[src/hw/rtl/bpsd_pkg.sv]
// Shared types and constants for the bright pixel steering decider.
// Holds command codes, register indexes and the controller/datapath structs.
// No dependencies.
package bpsd_pkg;

  localparam int CfgIdxW  = 3;
  localparam int CfgDataW = 13;
  localparam int CountW   = 27;

  localparam logic [CfgIdxW-1:0] CFG_FRAME_WIDTH     = 3'd0;
  localparam logic [CfgIdxW-1:0] CFG_FRAME_HEIGHT    = 3'd1;
  localparam logic [CfgIdxW-1:0] CFG_BYTES_PER_PIXEL = 3'd2;
  localparam logic [CfgIdxW-1:0] CFG_WHITE_LEVEL     = 3'd3;
  localparam logic [CfgIdxW-1:0] CFG_CLOSE_PERCENT   = 3'd4;

  localparam logic [1:0] CMD_STOP    = 2'd0;
  localparam logic [1:0] CMD_LEFT    = 2'd1;
  localparam logic [1:0] CMD_RIGHT   = 2'd2;
  localparam logic [1:0] CMD_FORWARD = 2'd3;

  localparam logic [CountW-1:0] COUNT_MAX = {CountW{1'b1}};

  // Commands from the controller to the datapath.
  typedef struct packed {
    logic accept;
    logic mul_area;
    logic mul_bytes;
    logic mul_limit;
    logic decide;
  } ctrl_t;

  // Status from the datapath to the controller.
  typedef struct packed {
    logic frame_last;
    logic out_busy;
  } status_t;

endpackage

[src/hw/rtl/bpsd_ctrl.sv]
// Controller state machine for the bright pixel steering decider.
// Sequences byte intake and the end-of-frame threshold calculation.
// Depends on bpsd_pkg.
module bpsd_ctrl (
  input  logic              clk_i,
  input  logic              rst_ni,
  input  logic              in_valid_i,
  output logic              in_stall_o,
  input  bpsd_pkg::status_t status_i,
  output bpsd_pkg::ctrl_t   ctrl_o
);

  typedef enum logic [4:0] {
    ST_RUN    = 5'b00001,
    ST_AREA   = 5'b00010,
    ST_BYTES  = 5'b00100,
    ST_LIMIT  = 5'b01000,
    ST_DECIDE = 5'b10000
  } state_e;

  state_e state_q, state_d;

  always_comb begin
    state_d = state_q;
    ctrl_o  = '0;
    case (state_q)
      ST_RUN: begin
        ctrl_o.accept = in_valid_i;
        if (in_valid_i && status_i.frame_last) begin
          state_d = ST_AREA;
        end
      end
      ST_AREA: begin
        ctrl_o.mul_area = 1'b1;
        state_d = ST_BYTES;
      end
      ST_BYTES: begin
        ctrl_o.mul_bytes = 1'b1;
        state_d = ST_LIMIT;
      end
      ST_LIMIT: begin
        ctrl_o.mul_limit = 1'b1;
        state_d = ST_DECIDE;
      end
      ST_DECIDE: begin
        // Wait until the output register can take a new result.
        if (!status_i.out_busy) begin
          ctrl_o.decide = 1'b1;
          state_d = ST_RUN;
        end
      end
      default: begin
        state_d = ST_RUN;
      end
    endcase
  end

  assign in_stall_o = (state_q != ST_RUN);

  always_ff @(posedge clk_i or negedge rst_ni) begin
    if (!rst_ni) begin
      state_q <= ST_RUN;
    end else begin
      state_q <= state_d;
    end
  end

endmodule

[src/hw/rtl/bpsd_datapath.sv]
// Datapath for the bright pixel steering decider: configuration registers,
// raster counters, white byte tally, threshold multiplies and output register.
// Depends on bpsd_pkg.
module bpsd_datapath #(
  parameter int MAX_WIDTH  = 4096,
  parameter int MAX_HEIGHT = 4096
) (
  input  logic                          clk_i,
  input  logic                          rst_ni,
  input  logic                          cfg_valid_i,
  input  logic [bpsd_pkg::CfgIdxW-1:0]  cfg_index_i,
  input  logic [bpsd_pkg::CfgDataW-1:0] cfg_data_i,
  input  logic [7:0]                    data_byte_i,
  input  logic                          out_stall_i,
  input  bpsd_pkg::ctrl_t               ctrl_i,
  output bpsd_pkg::status_t             status_o,
  output logic                          out_valid_o,
  output logic [1:0]                    command_o,
  output logic [bpsd_pkg::CountW-1:0]   white_count_o
);

  localparam int WCW = $clog2(MAX_WIDTH + 1);
  localparam int HCW = $clog2(MAX_HEIGHT + 1);
  localparam int CIW = $clog2(MAX_WIDTH);
  localparam int RIW = (MAX_HEIGHT > 1) ? $clog2(MAX_HEIGHT) : 1;
  localparam int AW  = WCW + HCW;
  localparam int TW  = AW + 3;
  localparam int LW  = TW + 7;
  localparam int PW  = bpsd_pkg::CountW + 7;
  localparam int CW  = (LW > PW) ? LW : PW;

  // Configuration registers.
  logic [12:0] width_q, height_q;
  logic [2:0]  bpp_q;
  logic [7:0]  white_q;
  logic [6:0]  close_q;

  always_ff @(posedge clk_i or negedge rst_ni) begin
    if (!rst_ni) begin
      width_q  <= 13'd640;
      height_q <= 13'd480;
      bpp_q    <= 3'd3;
      white_q  <= 8'd255;
      close_q  <= 7'd15;
    end else if (cfg_valid_i) begin
      case (cfg_index_i)
        bpsd_pkg::CFG_FRAME_WIDTH:     width_q  <= cfg_data_i;
        bpsd_pkg::CFG_FRAME_HEIGHT:    height_q <= cfg_data_i;
        bpsd_pkg::CFG_BYTES_PER_PIXEL: bpp_q    <= cfg_data_i[2:0];
        bpsd_pkg::CFG_WHITE_LEVEL:     white_q  <= cfg_data_i[7:0];
        bpsd_pkg::CFG_CLOSE_PERCENT:   close_q  <= cfg_data_i[6:0];
        default: ;
      endcase
    end
  end

  // Effective, saturated frame geometry.
  logic [WCW-1:0] w_eff, quarter, three_q4, col_ext;
  logic [HCW-1:0] h_eff;
  logic [2:0]     bpp_eff;

  always_comb begin
    if (width_q < 13'd4) begin
      w_eff = WCW'(4);
    end else if (32'(width_q) > 32'(MAX_WIDTH)) begin
      w_eff = WCW'(MAX_WIDTH);
    end else begin
      w_eff = WCW'(width_q);
    end
    if (height_q == 13'd0) begin
      h_eff = HCW'(1);
    end else if (32'(height_q) > 32'(MAX_HEIGHT)) begin
      h_eff = HCW'(MAX_HEIGHT);
    end else begin
      h_eff = HCW'(height_q);
    end
    if (bpp_q == 3'd0) begin
      bpp_eff = 3'd1;
    end else if (bpp_q > 3'd4) begin
      bpp_eff = 3'd4;
    end else begin
      bpp_eff = bpp_q;
    end
  end

  assign quarter  = w_eff >> 2;
  assign three_q4 = quarter + (quarter << 1);

  // Raster position.
  logic [1:0]     byte_q, byte_d;
  logic [CIW-1:0] col_q, col_d;
  logic [RIW-1:0] row_q, row_d;
  logic           byte_last, col_last, row_last;

  assign col_ext   = WCW'(col_q);
  assign byte_last = ({1'b0, byte_q} + 3'd1) >= bpp_eff;
  assign col_last  = (col_ext + WCW'(1)) >= w_eff;
  assign row_last  = (HCW'(row_q) + HCW'(1)) >= h_eff;

  assign status_o.frame_last = byte_last && col_last && row_last;

  // Frame statistics.
  logic [bpsd_pkg::CountW-1:0] hit_q, hit_d;
  logic                        ball_q, ball_d;
  logic [1:0]                  heading_q, heading_d;
  logic                        stopped_q, stopped_d;

  // Output register.
  logic                        out_valid_q, out_valid_d;
  logic [1:0]                  command_q, command_d;
  logic [bpsd_pkg::CountW-1:0] count_q, count_d;

  // Threshold products.
  logic [AW-1:0] area_q;
  logic [TW-1:0] total_q;
  logic [LW-1:0] limit_q;
  logic [PW-1:0] scaled_q;
  logic          too_close;

  assign too_close = CW'(scaled_q) > CW'(limit_q);

  always_comb begin
    byte_d      = byte_q;
    col_d       = col_q;
    row_d       = row_q;
    hit_d       = hit_q;
    ball_d      = ball_q;
    heading_d   = heading_q;
    stopped_d   = stopped_q;
    out_valid_d = out_valid_q && out_stall_i;
    command_d   = command_q;
    count_d     = count_q;

    if (ctrl_i.accept) begin
      if (data_byte_i == white_q) begin
        ball_d = 1'b1;
        if (hit_q != bpsd_pkg::COUNT_MAX) begin
          hit_d = hit_q + 1'b1;
        end
        // A white byte exactly on a quarter boundary keeps the heading.
        if (col_ext < quarter) begin
          heading_d = bpsd_pkg::CMD_LEFT;
        end else if (col_ext > quarter && col_ext < three_q4) begin
          heading_d = bpsd_pkg::CMD_FORWARD;
        end else if (col_ext > three_q4) begin
          heading_d = bpsd_pkg::CMD_RIGHT;
        end
      end
      if (byte_last) begin
        byte_d = 2'd0;
        if (col_last) begin
          col_d = '0;
          if (row_last) begin
            row_d = '0;
          end else begin
            row_d = row_q + 1'b1;
          end
        end else begin
          col_d = col_q + 1'b1;
        end
      end else begin
        byte_d = byte_q + 2'd1;
      end
    end

    if (ctrl_i.decide) begin
      if (ball_q) begin
        out_valid_d = 1'b1;
        count_d     = hit_q;
        if (too_close) begin
          command_d = bpsd_pkg::CMD_STOP;
          stopped_d = 1'b1;
        end else begin
          command_d = heading_q;
          stopped_d = 1'b0;
        end
      end else if (!stopped_q) begin
        // Ball lost while moving: stop once.
        out_valid_d = 1'b1;
        command_d   = bpsd_pkg::CMD_STOP;
        count_d     = '0;
        stopped_d   = 1'b1;
      end
      hit_d     = '0;
      ball_d    = 1'b0;
      heading_d = bpsd_pkg::CMD_FORWARD;
    end
  end

  always_ff @(posedge clk_i or negedge rst_ni) begin
    if (!rst_ni) begin
      byte_q      <= 2'd0;
      col_q       <= '0;
      row_q       <= '0;
      hit_q       <= '0;
      ball_q      <= 1'b0;
      heading_q   <= bpsd_pkg::CMD_FORWARD;
      stopped_q   <= 1'b1;
      out_valid_q <= 1'b0;
    end else begin
      byte_q      <= byte_d;
      col_q       <= col_d;
      row_q       <= row_d;
      hit_q       <= hit_d;
      ball_q      <= ball_d;
      heading_q   <= heading_d;
      stopped_q   <= stopped_d;
      out_valid_q <= out_valid_d;
    end
  end

  always_ff @(posedge clk_i) begin
    command_q <= command_d;
    count_q   <= count_d;
    if (ctrl_i.mul_area) begin
      area_q <= AW'(w_eff) * AW'(h_eff);
    end
    if (ctrl_i.mul_bytes) begin
      total_q <= TW'(area_q) * TW'(bpp_eff);
    end
    if (ctrl_i.mul_limit) begin
      limit_q  <= LW'(total_q) * LW'(close_q);
      scaled_q <= PW'(hit_q) * PW'(100);
    end
  end

  assign status_o.out_busy = out_valid_q && out_stall_i;
  assign out_valid_o       = out_valid_q;
  assign command_o         = command_q;
  assign white_count_o     = count_q;

endmodule

[src/hw/rtl/bright_pixel_steering_decider.sv]
// Top level of the bright pixel steering decider.
// Joins the controller (bpsd_ctrl) and the datapath (bpsd_datapath); uses bpsd_pkg.
//
// Usage:
//   Image bytes enter in raster order on data_byte_i, one item per cycle while
//   in_stall_o is low. Frame geometry, the white level and the stop percentage
//   are written through the configuration channel (cfg_ready_o is always high).
//   At most one result is produced per frame, after its last byte: a command
//   (stop, left, right, forward) and the white byte count of that frame.
//   Throughput is one byte per cycle within a frame. After the last byte of a
//   frame, in_stall_o stays high through the area, bytes, limit and decide
//   states while the threshold multiplies run in sequence (frame area, bytes per
//   pixel, percentage); out_valid_o rises once the result is registered. If the
//   output register is still stalled then, the input stays stalled until the old
//   result is taken, but a waiting result does not hold up the next frame's bytes.
//   Reset returns the configuration registers to their defaults, starts a new frame
//   with a centred heading and marks the robot as stopped. There is no clearing pass.
module bright_pixel_steering_decider #(
  parameter int MAX_WIDTH  = 4096,
  parameter int MAX_HEIGHT = 4096
) (
  input  logic                          clk_i,
  input  logic                          rst_ni,
  input  logic                          cfg_valid_i,
  output logic                          cfg_ready_o,
  input  logic [bpsd_pkg::CfgIdxW-1:0]  cfg_index_i,
  input  logic [bpsd_pkg::CfgDataW-1:0] cfg_data_i,
  input  logic                          in_valid_i,
  output logic                          in_stall_o,
  input  logic [7:0]                    data_byte_i,
  output logic                          out_valid_o,
  input  logic                          out_stall_i,
  output logic [1:0]                    command_o,
  output logic [bpsd_pkg::CountW-1:0]   white_count_o
);

  bpsd_pkg::ctrl_t   ctrl;
  bpsd_pkg::status_t status;

  assign cfg_ready_o = 1'b1;

  bpsd_ctrl u_ctrl (
    .clk_i      (clk_i),
    .rst_ni     (rst_ni),
    .in_valid_i (in_valid_i),
    .in_stall_o (in_stall_o),
    .status_i   (status),
    .ctrl_o     (ctrl)
  );

  bpsd_datapath #(
    .MAX_WIDTH  (MAX_WIDTH),
    .MAX_HEIGHT (MAX_HEIGHT)
  ) u_datapath (
    .clk_i         (clk_i),
    .rst_ni        (rst_ni),
    .cfg_valid_i   (cfg_valid_i),
    .cfg_index_i   (cfg_index_i),
    .cfg_data_i    (cfg_data_i),
    .data_byte_i   (data_byte_i),
    .out_stall_i   (out_stall_i),
    .ctrl_i        (ctrl),
    .status_o      (status),
    .out_valid_o   (out_valid_o),
    .command_o     (command_o),
    .white_count_o (white_count_o)
  );

endmodule
[config.mk]
export PLATFORM = sky130hd
export DESIGN_NAME = bright_pixel_steering_decider
export DESIGN_NICKNAME = d
export VERILOG_FILES = /design/src/hw/rtl/bpsd_pkg.sv /design/src/hw/rtl/bpsd_ctrl.sv /design/src/hw/rtl/bpsd_datapath.sv /design/src/hw/rtl/bright_pixel_steering_decider.sv
export SDC_FILE = /design/constraint.sdc
export NUM_CORES = 2
export LEC_CHECK = 0
export BUFFER_PORTS_ARGS = -buffer_cell sky130_fd_sc_hd__clkbuf_2
export CORE_AREA = 2 2 213 215
export DETAILED_ROUTE_END_ITERATION = 12
export DIE_AREA = 0 0 215 217
export MAX_ROUTING_LAYER = met4
export PLACE_DENSITY = 0.79
export SYNTH_ARGS = -nofsm -noshare
export SYNTH_HDL_FRONTEND = slang
export SYNTH_SLANG_ARGS = --single-unit
export TNS_END_PERCENT = 5
[constraint.sdc]
create_clock -name clk_i -period 10.6 [get_ports clk_i]
set_clock_uncertainty 0.05 [all_clocks]
set_input_delay 0 -clock clk_i [delete_from_list [all_inputs] [get_ports clk_i]]
set_output_delay 0 -clock clk_i [all_outputs]
set_load 0.005 [all_outputs]
# Word-level counts from Yosys, hierarchy flattened
# Cells that the tools add are included.
op_classes:
  n_reduce_logical: 24
  muxes: 41
  magnitude_cmp: 12
  mul: 4
  n_eq_ne: 15
  add_sub_neg: 8
op_table:
  columns: ["op", "n"]
  rows:
  - ["$mux W27", 6]
  - ["$mux W13", 4]
  - ["$gt A34 B36 Y1", 1]
  - ["$mul A29 B7 Y36", 1]
  - ["$mul A27 B5 Y32 const B", 1]
  - ["$mul A26 B3 Y29", 1]
  - ["$add A27 B1 Y27 const B", 1]
  - ["$ne A27 B27 Y1 const B", 1]
  - ["$add A12 B1 Y13 const B", 2]
  - ["$ge A13 B13 Y1", 2]
  - ["$gt A13 B13 Y1 const B", 2]
  - ["$mul A13 B13 Y26", 1]
  - ["$pmux W5 S5", 1]
  - ["$add A12 B1 Y12 const B", 2]
  - ["$mux W12", 2]
  - ["$mux W2", 10]
  - ["$reduce_and A2 Y1", 9]
  - ["$mux W1", 14]
  - ["$add A11 B12 Y13", 1]
  - ["$gt A12 B13 Y1", 1]
  - ["$logic_not A13 Y1", 1]
  - ["$lt A12 B13 Y1", 1]
  - ["$lt A13 B3 Y1 const B", 1]
  - ["$gt A12 B11 Y1", 1]
  - ["24 further kinds", 37]
totals:
  reg_bits: 259
  out_inout_bits: 32
  word_cells: 124
  input_bits: 29

# Depth between registers and ports, before layout
depth:
  depth_word: 11
  mapped_depth: 26
  ltp_nobuf: 25

# Cells and area by module
# Synthesis repeated with hierarchy kept, for this count alone.
unflattened:
  cells_unflattened: 3107
  hier_area_um2: 28961.5
by_module_without_submodules:
  columns: ["module", "seq_area_each_um2", "area_per_inst_um2", "instances", "cells_each"]
  rows:
  - ["bpsd_datapath", 7145.6, 28662.5, 1, 3077]
  - ["bpsd_ctrl", 126.4, 287.8, 1, 28]
  - ["bright_pixel_steering_decider", 0.0, 11.3, 1, 2]

# Worst setup path before layout
# OpenSTA, ideal clock, no wires.
synth_path:
  kind: "register to register"
  startpoint: "register u_ctrl.state_q[0]"
  endpoint: "register u_datapath.limit_q[0] (enable)"
  setup_time_ns: 0.662
  n_path_buf: 0
  path_slack_ns: 2.887
  stages_incl_launch_ff: 2
  arrival_time_ns: 7.001
  t_required_ns: 9.888
  synth_period_minus_slack_ns: 7.713
  cell_sequence: "dfstp_2 nor4_1"
synth_between:
  elab_chain_cells: 2
synth_lines:
  columns: ["item", "line_no", "rtl"]
  rows:
  - ["start, declared", "bpsd_ctrl.sv:21", "state_e state_q, state_d;"]
  - ["start signal, assigned", "bpsd_ctrl.sv:64", "state_q <= state_d;"]
  - ["$eq A5 B4 Y1", "bpsd_ctrl.sv:26", "case (state_q)"]
  - ["$mux W1", "bpsd_ctrl.sv:26", null]
  - ["end signal, assigned", "bpsd_datapath.sv:222", "limit_q <= LW'(total_q) * LW'(close_q);"]
  - ["end, declared", "bpsd_datapath.sv:116", "logic [LW-1:0] limit_q;"]
# Every way passes these cells.
# A chain may end at the register's enable or synchronous reset.

# Worst setup path in the final report
layout_path:
  startpoint: "register u_datapath.width_q[4]"
  endpoint: "register u_datapath.area_q[25] (data pin)"
layout_between:
  elab_chain_cells: 4
  elab_cells_between_ends: 5
  cone_classes: "mul: 1; order compare: 2; mux: 2"
layout_lines:
  columns: ["item", "line_no", "rtl"]
  rows:
  - ["start, declared", "bpsd_datapath.sv:33", "logic [12:0] width_q, height_q;"]
  - ["start signal, assigned", "bpsd_datapath.sv:47", "bpsd_pkg::CFG_FRAME_WIDTH: width_q <= cfg_data_i;"]
  - ["$gt A13 B13 Y1", "bpsd_datapath.sv:65", "end else if (32'(width_q) > 32'(MAX_WIDTH)) begin"]
  - ["$mux W13", "bpsd_datapath.sv:65", null]
  - ["$mux W13 *", "bpsd_datapath.sv:63", "if (width_q < 13'd4) begin"]
  - ["$mul A13 B13 Y26 *", "bpsd_datapath.sv:216", "area_q <= AW'(w_eff) * AW'(h_eff);"]
  - ["end signal, assigned", "bpsd_datapath.sv:216", null]
  - ["end, declared", "bpsd_datapath.sv:114", "logic [AW-1:0] area_q;"]
# Every way passes the cells marked *; elsewhere a longest branch is shown, timed or not.

==> results.toml <==
[timing]
fin_setup_tns_ns = 0
setup_violations = 0
grt_setup_unrepaired = "no"
finalMaxSlewViolations = 0
tightestPinTransition_ns = 1.316
fmax_ghz = 0.1377
timing.final.hold_violations = 0
max-slew-margin-rel = 0.1197
final_critical_delay_including_setup_and_external_delays_ns = 7.263
final_min_period_over_clock_period = 0.6851

[placed_design]
gp_congestion = 0.9466
port_buffer_cells = 59
placement.cell_area_sq_mm = 0.02947
detailed_place_hpwl_um = 52400

[routing]
antenna_left = 0
vias = 21580
drt-wirelength-per-cell_um = 17.98
drtIter0Drc = 1322
detail_route.first_pass.iterations = 6
drt-vias-per-instance = 5.793
detail_route.drc_violations = 0
drt_wl_total_um = 66980

[layout]
final_cell_mix = "sky130_fd_sc_hd__inv_1 (542), sky130_fd_sc_hd__nand2_1 (408), sky130_fd_sc_hd__ha_1 (334)"
ratio_of_cells_with_drive_above_1_in_the_final_layout = 0.07042
layout_commonest_cell = "sky130_fd_sc_hd__inv_1"
fillerInstances = 3462
finalNetCount = 3765
syn2layout_area_growth_pct = 8.070
stdcell_area_sq_mm = 0.03091

[clock_tree]
cts_resized = 0
cts_root_buf = "sky130_fd_sc_hd__clkbuf_16"
insertion_delay_ns = 0.61
numCtsBuffers = 31
clock_tree_from_tritoncts = "done"
clk_path_buf_depth = 3
clock_transition_time_at_the_flip_flop_clock_pins_of_the_worst_setup_and_hold_paths_ns = 0.07
ctsHoldBuffers = 33
number_of_h_tree_levels = 1
postCtsSetupRepairBufs = 0
clock_sinks = 259

[synth]
async_flop_share = 0.4131
synth_sequential_area_ratio = 0.2542
syn_inst = 3044
number_of_synthesized_register_bits = 259
synth_flop_cell = "sky130_fd_sc_hd__edfxtp_1"
netlist-cell-type-count = 82
mappedNetlistNets = 3710
yosys_warnings = 0
post_synth_instance_area_sq_mm = 0.02860
avgSynthCellArea_sq_um = 9.397
number_of_synthesized_flops_with_an_enable_pin = 152

[outcome]
status = "complete, no violations"

[setup_path]
critPathLaunchType = "flop"
cp.required_ns = 10.88
worstRegToRegCells = 22
timing_worst_setup_path_type = "reg2reg"
worst_setup_path_end_kind = "flop"
highest_fanout_seen_on_the_critical_path = 11
worst-endpoint-arrival_ns = 7.54

[floorplan]
row_count = 78
floorplan.core_area_sq_mm = 0.04470
ioPinCount = 61
fp.dieArea_sq_mm = 0.04666
die_x_um = 215
initial_core_util = 0.6399
fp.dieH_um = 217

[global_routing]
antenna_violations_before_repair = 2
grt_start_max_net_pins = 83
track_usage = 0.3089
grt_pass1_vias = 23150
wire_length_of_the_first_global_routing_pass_um = 113200
grt_remaining_overflow = 0

[power_and_ir_drop]
power.net_switching_uw = 3328
share_seq_of_total_power = 0.207
report.power.total_uw = 7298
cellInternalPower_uw = 3969
combPwrFrac = 0.637
p_sw_frac = 0.4561
power.clock.fraction = 0.156
vdd_drop_max_uv = 171.0
power_per_unit_of_standard_cell_area_mw_per_mm2 = 236.1
p_leak_uw = 0.01562

[worst_hold_path]
hold_path.class = "in2reg"
hold_depth = 4

[flow_run]
max-cap-violations = 0
## area by class of cell
class / count / area (sq um) / area share
Multi-Input combinational cell: 2153 / 18980 / 0.6139
Sequential cell: 259 / 7272 / 0.2352
Inverter: 546 / 2049 / 0.06630
Clock buffer: 44 / 897.1 / 0.02902
Timing Repair Buffer: 108 / 758.2 / 0.02453
Tap cell: 600 / 750.7 / 0.02429
Clock inverter: 14 / 202.7 / 0.006557
Antenna cell: 2 / 5.005 / 0.0001619
## per-layer routing
layer  track usage  wire (um)
met1        0.3589      25870
met2        0.5510      34990
met3       0.03983       3624
met4        0.1124       2483
met5             -          0
## sequential cells by signal, summed over array words and instances (netlist names), 2 cells and up
| signal | count |
|---|---|
| u_datapath.limit_q | 36 |
| u_datapath.scaled_q | 32 |
| u_datapath.total_q | 29 |
| u_datapath.hit_q | 27 |
| u_datapath.white_count_o | 27 |
| u_datapath.area_q | 26 |
| u_datapath.height_q | 13 |
| u_datapath.width_q | 13 |
| u_datapath.col_q | 12 |
| u_datapath.row_q | 12 |
| u_datapath.white_q | 8 |
| u_datapath.close_q | 7 |
| u_ctrl.state_q | 5 |
| u_datapath.bpp_q | 3 |
| u_datapath.byte_q | 2 |
| u_datapath.command_o | 2 |
| u_datapath.heading_q | 2 |
## power groups by stage
stage | clock network (uW) | registers [uW] | logic (uW)
5_1_grt | 1200 | 1520 | 5260
3_3_place_gp | 0 | 1520 | 4460
4_1_cts | 1160 | 1510 | 4660
2_1_floorplan | 0 | 1430 | 3560
6_report | 1140 | 1510 | 4650
3_5_place_dp | 0 | 1520 | 4610
## through the flow
stage,worst slack (ns),hold slack [ns],util,cells
final,3.337,0.1592,0.6916,3726
after global routing,2.776,0.1726,0.6916,3726
after CTS,3.380,0.1211,0.6915,3724
after detailed placement,3.425,-0.1092,0.6592,3633
after global placement,3.597,-0.1216,0.6592,3633
after floorplan,2.887,-0.3456,-,3044
## critical path: stages (launching register included)
cell                       delay, ns
sky130_fd_sc_hd__dfrtp_1        0.39
sky130_fd_sc_hd__nor4_1         0.41
sky130_fd_sc_hd__nand3_1        0.17
sky130_fd_sc_hd__o31ai_1        0.40
sky130_fd_sc_hd__and2_1         0.52
sky130_fd_sc_hd__inv_1          0.32
sky130_fd_sc_hd__nor2_1         0.20
sky130_fd_sc_hd__fa_1           0.47
sky130_fd_sc_hd__fa_1           0.55
sky130_fd_sc_hd__fa_1           0.53
sky130_fd_sc_hd__fa_1           0.55
sky130_fd_sc_hd__inv_1          0.06
sky130_fd_sc_hd__fa_1           0.52
sky130_fd_sc_hd__inv_1          0.04
sky130_fd_sc_hd__ha_1           0.36
sky130_fd_sc_hd__a21oi_1        0.19
sky130_fd_sc_hd__o22ai_1        0.10
sky130_fd_sc_hd__o21a_1         0.19
sky130_fd_sc_hd__a211oi_2       0.29
sky130_fd_sc_hd__o211ai_1       0.18
sky130_fd_sc_hd__a31o_2         0.25
sky130_fd_sc_hd__a21oi_1        0.18
sky130_fd_sc_hd__xnor2_1        0.08
## Yosys cell counts (5+ instances only)
cell	count	area [sq um]
sky130_fd_sc_hd__inv_1	542	2034
sky130_fd_sc_hd__nand2_1	408	1531
sky130_fd_sc_hd__ha_1	334	4179
sky130_fd_sc_hd__fa_1	303	6066
sky130_fd_sc_hd__nor2_1	191	716.9
sky130_fd_sc_hd__edfxtp_1	152	4564
sky130_fd_sc_hd__a21oi_1	116	580.6
sky130_fd_sc_hd__xnor2_1	103	902.1
sky130_fd_sc_hd__dfrtp_1	83	2077
sky130_fd_sc_hd__a21o_1	76	570.6
sky130_fd_sc_hd__o21ai_0	76	380.4
sky130_fd_sc_hd__clkbuf_1	74	277.8
sky130_fd_sc_hd__and2_1	73	456.7
sky130_fd_sc_hd__xor2_1	52	455.4
sky130_fd_sc_hd__nand3_1	51	255.2
sky130_fd_sc_hd__nor2b_1	45	281.5
sky130_fd_sc_hd__mux2_2	40	450.4
sky130_fd_sc_hd__nor3_1	30	150.1
sky130_fd_sc_hd__dfstp_2	24	630.6
sky130_fd_sc_hd__nand4_1	24	150.1
sky130_fd_sc_hd__and3_1	22	137.6
sky130_fd_sc_hd__nand2b_1	20	125.1
sky130_fd_sc_hd__o21a_1	19	142.6
sky130_fd_sc_hd__o21bai_1	19	142.6
sky130_fd_sc_hd__a31oi_1	15	93.84
sky130_fd_sc_hd__a211oi_1	14	105.1
sky130_fd_sc_hd__or3_1	11	68.82
sky130_fd_sc_hd__o211ai_1	10	75.07
sky130_fd_sc_hd__a22o_1	7	61.31
sky130_fd_sc_hd__nor4_1	7	43.79
sky130_fd_sc_hd__a221o_1	6	60.06
sky130_fd_sc_hd__buf_1	6	22.52
sky130_fd_sc_hd__nor3b_1	6	45.04
sky130_fd_sc_hd__mux2i_1	5	50.05
sky130_fd_sc_hd__o31ai_1	5	37.54
## cells by family after synthesis
logic type / count (synthesis) / synth area share
XOR/XNOR: 155 / 0.04746
adder cells (fa/ha/maj): 637 / 0.3582
flip-flops: 259 / 0.2542
multiplexers: 45 / 0.01750
other: 1 / 0.0001311
AO/OA/AOI/OAI: 410 / 0.09431
AND/OR/NAND/NOR: 905 / 0.1446
buffers and inverters: 632 / 0.08359
## worst paths after layout
| path | from | endpoint | slack [ns] |
|---|---|---|---|
| worst min register to register | u_datapath.width_q[11] | u_datapath.width_q[11] | 0.48 |
| worst min-delay path | cfg_data_i[12] | u_datapath.height_q[12] | 0.16 |
| min in group asynchronous | rst_ni | u_datapath.hit_q[6] | 0.43 |
| worst max-delay path | u_datapath.width_q[4] | u_datapath.area_q[25] | 3.34 |
| worst max register to register | u_datapath.width_q[4] | u_datapath.area_q[25] | 3.34 |
| max in group asynchronous | rst_ni | u_datapath.height_q[9] | 8.98 |
Power figures use the tool's default switching activity.
